## src/sv/topk_merge_dedup_core_assert.svh

```systemverilog
// ----------------------------------------------------------------------------
// topk_merge_dedup_core_assert.svh
// Assertion macros shared by the top-k merge block.
// ----------------------------------------------------------------------------
`ifndef TOPK_MERGE_DEDUP_CORE_ASSERT_SVH
`define TOPK_MERGE_DEDUP_CORE_ASSERT_SVH

// Property that must hold at every clock edge outside reset.
`define TMD_ASSERT(lbl, prop, msg) \
  lbl: assert property (@(posedge clk) disable iff (rst) (prop)) else $error(msg);

// Condition in one cycle implies a condition in the next cycle.
`define TMD_ASSERT_NEXT(lbl, pre, post, msg) \
  lbl: assert property (@(posedge clk) disable iff (rst) (pre) |=> (post)) else $error(msg);

`endif

```

## src/sv/tmd_pkg.sv

```systemverilog
// ----------------------------------------------------------------------------
// tmd_pkg
// Types and constants for the top-k merge and dedup block.
// ----------------------------------------------------------------------------
package tmd_pkg;

  localparam int RESULT_COUNT = 10;
  localparam int DIST_W       = 32;
  localparam int ID_W         = 60;
  localparam int RAW_ID_W     = 61;
  localparam int CENTROID_BIT = 60;

  localparam logic KIND_CANDIDATE = 1'b0;
  localparam logic KIND_FINISH    = 1'b1;

  // One (distance, id) pair; packed so that a plain compare orders it
  typedef struct packed {
    logic [DIST_W-1:0] dkey;
    logic [ID_W-1:0]   id;
  } pair_t;

  // One list entry
  typedef struct packed {
    logic  used;
    pair_t pair;
  } slot_t;

  // One entry of the output shift chain
  typedef struct packed {
    logic            valid;
    logic            last;
    logic [ID_W-1:0] id;
  } emit_t;

  // Per-cycle commands broadcast to every cell
  typedef struct packed {
    logic insert;  // a non-duplicate candidate request goes into the list
    logic flush;   // finish request: copy list to the output chain and clear
    logic shift;   // output request taken: the output chain moves one rank
  } cell_ctrl_t;

  // Compare flags a cell hands to its right neighbor
  typedef struct packed {
    logic gt;  // entry used and greater than the candidate
    logic lt;  // entry used and less than the candidate
  } cmp_t;

endpackage

```

## src/sv/tmd_cell.sv

```systemverilog
// ----------------------------------------------------------------------------
// tmd_cell
// One rank of the sorted list plus one stage of the output shift chain.
// ----------------------------------------------------------------------------
module tmd_cell (
  input  logic               clk,
  input  logic               rst,
  input  tmd_pkg::cell_ctrl_t ctrl,
  input  tmd_pkg::pair_t     cand,
  input  logic               tail,
  input  tmd_pkg::slot_t     left_slot,
  input  tmd_pkg::cmp_t      left_cmp,
  input  tmd_pkg::emit_t     right_emit,
  output tmd_pkg::slot_t     slot,
  output tmd_pkg::cmp_t      cmp,
  output logic               eq,
  output tmd_pkg::emit_t     emit
);
  import tmd_pkg::*;

  logic take_cand;

  // Compare the stored pair against the broadcast candidate
  always_comb begin
    cmp.gt = slot.used && (slot.pair > cand);
    cmp.lt = slot.used && (slot.pair < cand);
    eq     = slot.used && (slot.pair == cand);
  end

  // Candidate lands here when the left entry is smaller and this one is not
  assign take_cand = left_cmp.lt && !cmp.lt;

  // List entry: shift right from the neighbor, take the candidate, or clear
  always_ff @(posedge clk) begin
    if (rst) begin
      slot.used <= 1'b0;
    end else if (ctrl.flush) begin
      slot.used <= 1'b0;
    end else if (ctrl.insert) begin
      if (left_cmp.gt) begin
        slot <= left_slot;
      end else if (take_cand) begin
        slot.used <= 1'b1;
        slot.pair <= cand;
      end
    end
  end

  // Output chain stage: load on flush, move toward rank 0 on shift
  always_ff @(posedge clk) begin
    if (ctrl.flush) begin
      emit.valid <= slot.used;
      emit.last  <= tail;
      emit.id    <= slot.used ? slot.pair.id : '0;
    end else if (ctrl.shift) begin
      emit <= right_emit;
    end
  end

endmodule

```

## src/sv/topk_merge_dedup_core.sv

```systemverilog
// A candidate is folded into the list at the edge that accepts it. A finish
// request puts rank 0 on the output in the cycle after it is accepted; the
// ranks follow at one per cycle while emit_stall is low, RESULT_COUNT per finish.
// Throughput: one request per cycle; a finish waits only while the previous
// list is still draining through the output shift chain.
// Reset: synchronous, clears the list and the busy flag; the output chain has no reset.
// ----------------------------------------------------------------------------
// topk_merge_dedup_core
// Top-k merge with exact-duplicate removal, built as a chain of list cells.
// ----------------------------------------------------------------------------
module topk_merge_dedup_core (
  input  logic                          clk,
  input  logic                          rst,
  input  logic                          item_valid,
  output logic                          item_stall,
  input  logic                          kind,
  input  logic [tmd_pkg::DIST_W-1:0]    distance_key,
  input  logic [tmd_pkg::RAW_ID_W-1:0]  item_id,
  input  logic                          id_present,
  input  logic                          from_coarse_list,
  output logic                          emit_valid,
  input  logic                          emit_stall,
  output logic [tmd_pkg::ID_W-1:0]      result_id,
  output logic                          result_valid,
  output logic                          last
);
  import tmd_pkg::*;

  `include "topk_merge_dedup_core_assert.svh"

  logic                    busy;
  logic                    busy_next;
  logic                    item_acc;
  logic                    emit_acc;
  logic                    finish_acc;
  logic                    cand_ok;
  logic                    dup;
  pair_t                   cand;
  cell_ctrl_t              ctrl;
  slot_t                   slots [RESULT_COUNT];
  cmp_t                    cmps  [RESULT_COUNT];
  emit_t                   emits [RESULT_COUNT+1];
  logic [RESULT_COUNT-1:0] eqs;
  logic [RESULT_COUNT-1:0] used_vec;
  logic [RESULT_COUNT-1:0] used_inc;

  // Handshakes; a finish may reload the chain as its final rank leaves
  assign emit_acc   = emit_valid && !emit_stall;
  assign item_stall = item_valid && (kind == KIND_FINISH) && busy &&
                      !(emit_acc && emits[0].last);
  assign item_acc   = item_valid && !item_stall;
  assign finish_acc = item_acc && (kind == KIND_FINISH);

  // Candidate filtering: absent ids and coarse-list centroids are dropped
  assign cand.dkey = distance_key;
  assign cand.id   = item_id[ID_W-1:0];
  assign cand_ok   = (kind == KIND_CANDIDATE) && id_present &&
                     !(from_coarse_list && item_id[CENTROID_BIT]);
  assign dup       = |eqs;

  assign ctrl.insert = item_acc && cand_ok && !dup;
  assign ctrl.flush  = finish_acc;
  assign ctrl.shift  = emit_acc;

  assign emits[RESULT_COUNT] = '0;

  // Row of list cells, rank 0 on the left
  for (genvar r = 0; r < RESULT_COUNT; r++) begin : g_cell
    slot_t left_slot;
    cmp_t  left_cmp;

    if (r == 0) begin : g_head
      assign left_slot = '0;
      assign left_cmp  = '{gt: 1'b0, lt: 1'b1};
    end else begin : g_body
      assign left_slot = slots[r-1];
      assign left_cmp  = cmps[r-1];
    end

    tmd_cell u_cell (
      .clk        (clk),
      .rst        (rst),
      .ctrl       (ctrl),
      .cand       (cand),
      .tail       (r == RESULT_COUNT - 1),
      .left_slot  (left_slot),
      .left_cmp   (left_cmp),
      .right_emit (emits[r+1]),
      .slot       (slots[r]),
      .cmp        (cmps[r]),
      .eq         (eqs[r]),
      .emit       (emits[r])
    );

    assign used_vec[r] = slots[r].used;
  end

  // Output chain occupancy
  always_comb begin
    busy_next = busy;
    if (finish_acc) begin
      busy_next = 1'b1;
    end else if (emit_acc && emits[0].last) begin
      busy_next = 1'b0;
    end
  end

  always_ff @(posedge clk) begin
    if (rst) begin
      busy <= 1'b0;
    end else begin
      busy <= busy_next;
    end
  end

  assign emit_valid   = busy;
  assign result_id    = emits[0].id;
  assign result_valid = emits[0].valid;
  assign last         = emits[0].last;

  // Used entries must form a prefix starting at rank 0
  assign used_inc = used_vec + RESULT_COUNT'(1);

  `TMD_ASSERT(a_used_prefix, (used_vec & used_inc) == '0, "list entries not a prefix")
  `TMD_ASSERT_NEXT(a_flush_clears, finish_acc, used_vec == '0, "list not cleared on finish")
  `TMD_ASSERT_NEXT(a_drain_ends, emit_acc && last && !finish_acc, !emit_valid, "output past last rank")
  `TMD_ASSERT_NEXT(a_flush_loads, finish_acc, emit_valid, "finish did not start output")

endmodule
```

## config.mk

```make
export PLATFORM = sky130hd
export DESIGN_NAME = topk_merge_dedup_core
export DESIGN_NICKNAME = d
export VERILOG_FILES = /design/src/sv/tmd_pkg.sv /design/src/sv/tmd_cell.sv /design/src/sv/topk_merge_dedup_core.sv
export VERILOG_INCLUDE_DIRS = /design/src /design/src/sv
export SDC_FILE = /design/constraint.sdc
export NUM_CORES = 2
export LEC_CHECK = 0
export ABC_CLOCK_PERIOD_IN_PS = 16700
export BUFFER_PORTS_ARGS = -buffer_cell sky130_fd_sc_hd__buf_2
export CORE_MARGIN = 1.5
export CORE_UTILIZATION = 35
export DETAILED_ROUTE_END_ITERATION = 10
export REMOVE_ABC_BUFFERS = 1
export SYNTH_ARGS = -nofsm -noshare
export SYNTH_HDL_FRONTEND = slang
export SYNTH_SLANG_ARGS = --single-unit
```

## constraint.sdc

```tcl
create_clock -name clk -period 16.7 [get_ports clk]
set_input_delay 1.67 -clock clk [delete_from_list [all_inputs] [get_ports clk]]
set_output_delay 1.67 -clock clk [all_outputs]
set_load 0.02 [all_outputs]
```

==> results.md <==
* Outcome: finished with violations
* Failing checks: max-capacitance violations, max-slew violations
* First-pass GRT wire length at 365000 µm
* Clk slew on worst S/H paths at 50 ps
* PD cells at 95.1 nW/µm²
* Rows at 178
* Leak at 0.0332 µW
* Worst Setup Path Type: input port to register
* Worst EP required at 17100 ps
* Layout cell share with drive strength beyond 1 at 0.122
* Drt wl/cell at 24.9 µm
* Final worst path period share at 0.432
* Vias in the first global route at 56100
* EDFF count, synth at 1530
* Total wire length at 246000 µm
* Die width at 490 µm
* Core Area at 235000 µm²
* CTS resizes at 0
* Inserted Clock Buffers at 169
* Largest stage delay on the critical path at 1040 ps
* Skew final at 48.0 ps
* PortBufs at 163
* CP max FO at 44
* Synth async-reset ratio at 0
* Final Slew Violations at 2
* Critical Path End Type: register
* Synth Cell Area at 83000 µm²
* TritonCTS clock tree: yes
* Ports at 164
* WP data arrival at 7620 ps
* GRT met3 Usage at 0.0378
* Worst rel slew slack at -0.0463
* Pre-CTS setup slack at 8820 ps
* Worst path slowest cell: a21oi_4
* Tmin final at 7220 ps
* Pin count of the biggest net entering global routing at 184
* Gp weighted congestion at 0.931
* Final ANT Viol Nets at 0
* Worst-Skew Late Latency at 810 ps
* Die ar. at 240000 µm²
* Remaining Overflow, GRT at 0
* GR Layer Usage met2 at 0.326
* H-tree Lvls at 4
* GR Util All Layers at 0.199
* Setup crit start kind: input port
* # hold bufs at CTS at 0
* Synth Register Bits at 1551
* Clock root buffer: clkbuf_16
* HPWL after DPL at 169000 µm
* Synth Flop Type: edfxtp_1
* Num Clock Sinks at 1551
* Die Y at 490 µm
* Worst hold-check path type: register to register
* Nets at 7632
* TritonRoute pass-1 iters at 7
* Final setup fails at 0
* Unrepaired setup endpoints after global routing: false
* Drt via density at 5.76
* Area grow syn2layout at 11.0%
* Final hold vios at 0
* Ys Warns at 0
* VDD IR max at 93.6 µV
* Vias at 57100
* MaxCap Viol Count at 1
* CTS max path bufs at 3
* Cell count after synthesis at 6551
* Setup Buffers After CTS at 0
* Fin worst setup slack at 9480 ps
* Cells along the critical path: buf_2, inv_1, ha_1, nand4_1, nor4_1, nand3_1, nor2_1, o21ai_0, nand3_1, inv_1, a21oi_4, buf_4, buf_4
* DR DRC count at 0
* GR Util met1 at 0.257
* Max Clock Freq at 0.139 GHz
* Post-synth cell types at 73
* Seq/Total Area, Yosys at 0.559
* Layer with the highest usage: met2
* Initial antenna violation count at 35
* 1st-iter DRT viols at 5742
* Initial Utilization at 0.353
* Avg Cell Area, Syn at 12.7 µm²
* Power consumption at 8770 µW
* Final setup TNS at 0 ps
* Tightest Pin Transition at 1550 ps
## power breakdown
part	switching (µW)	total, µW	internal [µW]
combinational	394	605	211
sequential	29.9	4410	4380
clock	1610	3750	2140
## layer usage
layer | up-vias | part of all wire
li1 | 25900 | -
met1 | 28500 | 0.41
met2 | 2208 | 0.47
met3 | 529 | 0.073
met4 | 16 | 0.046
met5 | - | 0.00043
## critical path: cells and delay by family
family	cells	cell delay [ps]
compound gates	2	1270
fa+ha+maj	1	240
simple gates	5	2260
buf+inv	5	2070
## state kept, by name (all words and copies together), names as in the netlist
register,count
g_cell.u_cell.emit,620
emit_valid,1
g_cell.u_cell.slot,930
## worst paths after layout
kind	cells past startpoint	start	to	slack (ps)
worst min-delay path	2	g_cell[9].u_cell.emit[60]	g_cell[8].u_cell.emit[60]	460
worst max-delay path	13	distance_key[24]	g_cell[0].u_cell.slot[68]	9480
worst min register to register	2	g_cell[9].u_cell.emit[60]	g_cell[8].u_cell.emit[60]	460
worst max register to register	11	g_cell[0].u_cell.slot[85]	g_cell[0].u_cell.slot[68]	10480
## placed cells by master (no fill, tap or decap), types with 16 or more instances in the layout
| cell type | instances |
|---|---|
| nand2b_1 | 17 |
| inv_1 | 133 |
| buf_4 | 88 |
| and3_1 | 64 |
| a211oi_1 | 23 |
| nand4_1 | 210 |
| clkbuf_16 | 172 |
| ha_1 | 920 |
| clkinv_1 | 38 |
| nor4_1 | 36 |
| nor3_1 | 56 |
| o21ai_1 | 26 |
| nor2b_1 | 23 |
| clkbuf_1 | 36 |
| nor2_1 | 53 |
| o21ai_0 | 673 |
| o211ai_1 | 28 |
| a22o_1 | 541 |
| nand3_1 | 187 |
| nand2_1 | 728 |
| mux2_2 | 122 |
| dfxtp_1 | 20 |
| a21o_1 | 41 |
| bufinv_16 | 16 |
| a221oi_1 | 37 |
| edfxtp_1 | 1530 |
| a21oi_1 | 402 |
| clkinv_2 | 25 |
| buf_2 | 163 |
| mux2_4 | 160 |
## per-stage QoR
step	util	hold slack [ps]	cell area, µm²	cells
after floorplan	-	426	81000	6188
after global placement	0.368	433	86700	9590
after detailed placement	0.369	449	86800	9591
after CTS	0.391	457	92100	9896
final	0.391	457	92200	9905
after global routing	0.391	476	92100	9900
## cells by family (layout without fill, tap and decap cells)
logic type / after synthesis / in the layout / synth area share
simple gates: 1441 / 1441 / 0.0825
mux: 282 / 282 / 0.0455
compound gates: 1861 / 1861 / 0.145
other cells: 0 / 9 / 0
buf+inv: 496 / 691 / 0.0300
fa+ha+maj: 920 / 920 / 0.139
flops: 1551 / 1551 / 0.559
## cell type report
type / count / area (µm²)
sequential: 1551 / 46400
multi-input combinational: 4504 / 34400
timing repair buffer: 253 / 1520
clock buffer: 211 / 4470
clock inverter: 94 / 902
antenna: 9 / 22.5
fill: 22200 / 143000
tap: 3150 / 3940
inverter: 133 / 499
## cells in the mapped netlist (4+ instances only)
master       n  area share
nor3_1      56      0.0034
and4_1      13      0.0014
buf_12       8      0.0019
a21o_1      41      0.0037
and3_1      65      0.0049
o31ai_1     10     0.00090
edfxtp_1  1530        0.55
a22oi_1      6     0.00054
a31oi_1     10     0.00075
a41oi_1      7     0.00074
and2_1      11     0.00083
ha_1       920        0.14
o311a_1      6     0.00072
a21oi_1    404       0.024
a22o_1     542       0.057
a211o_1      5     0.00053
o21ai_1     26      0.0016
nor4bb_1     4     0.00048
mux2_2     122       0.017
buf_4       71      0.0064
buf_6       16      0.0022
a21oi_2      4     0.00042
o211ai_1    28      0.0025
a221o_1      4     0.00048
a221oi_1    37      0.0039
nor4_2       4     0.00060
clkbuf_1   177      0.0080
dfxtp_1     21      0.0051
nor2b_1     24      0.0018
a211oi_1    24      0.0022
o21ai_0    674       0.041
inv_1      133      0.0060
nand4_1    210       0.016
nand3_1    188       0.011
nor2_1      60      0.0027
nand2_1    728       0.033
buf_2       89      0.0054
nand2b_1    18      0.0014
nor4_1      44      0.0033
mux2_4     160       0.029
No activity file was read; power rests on OpenSTA's default activity.
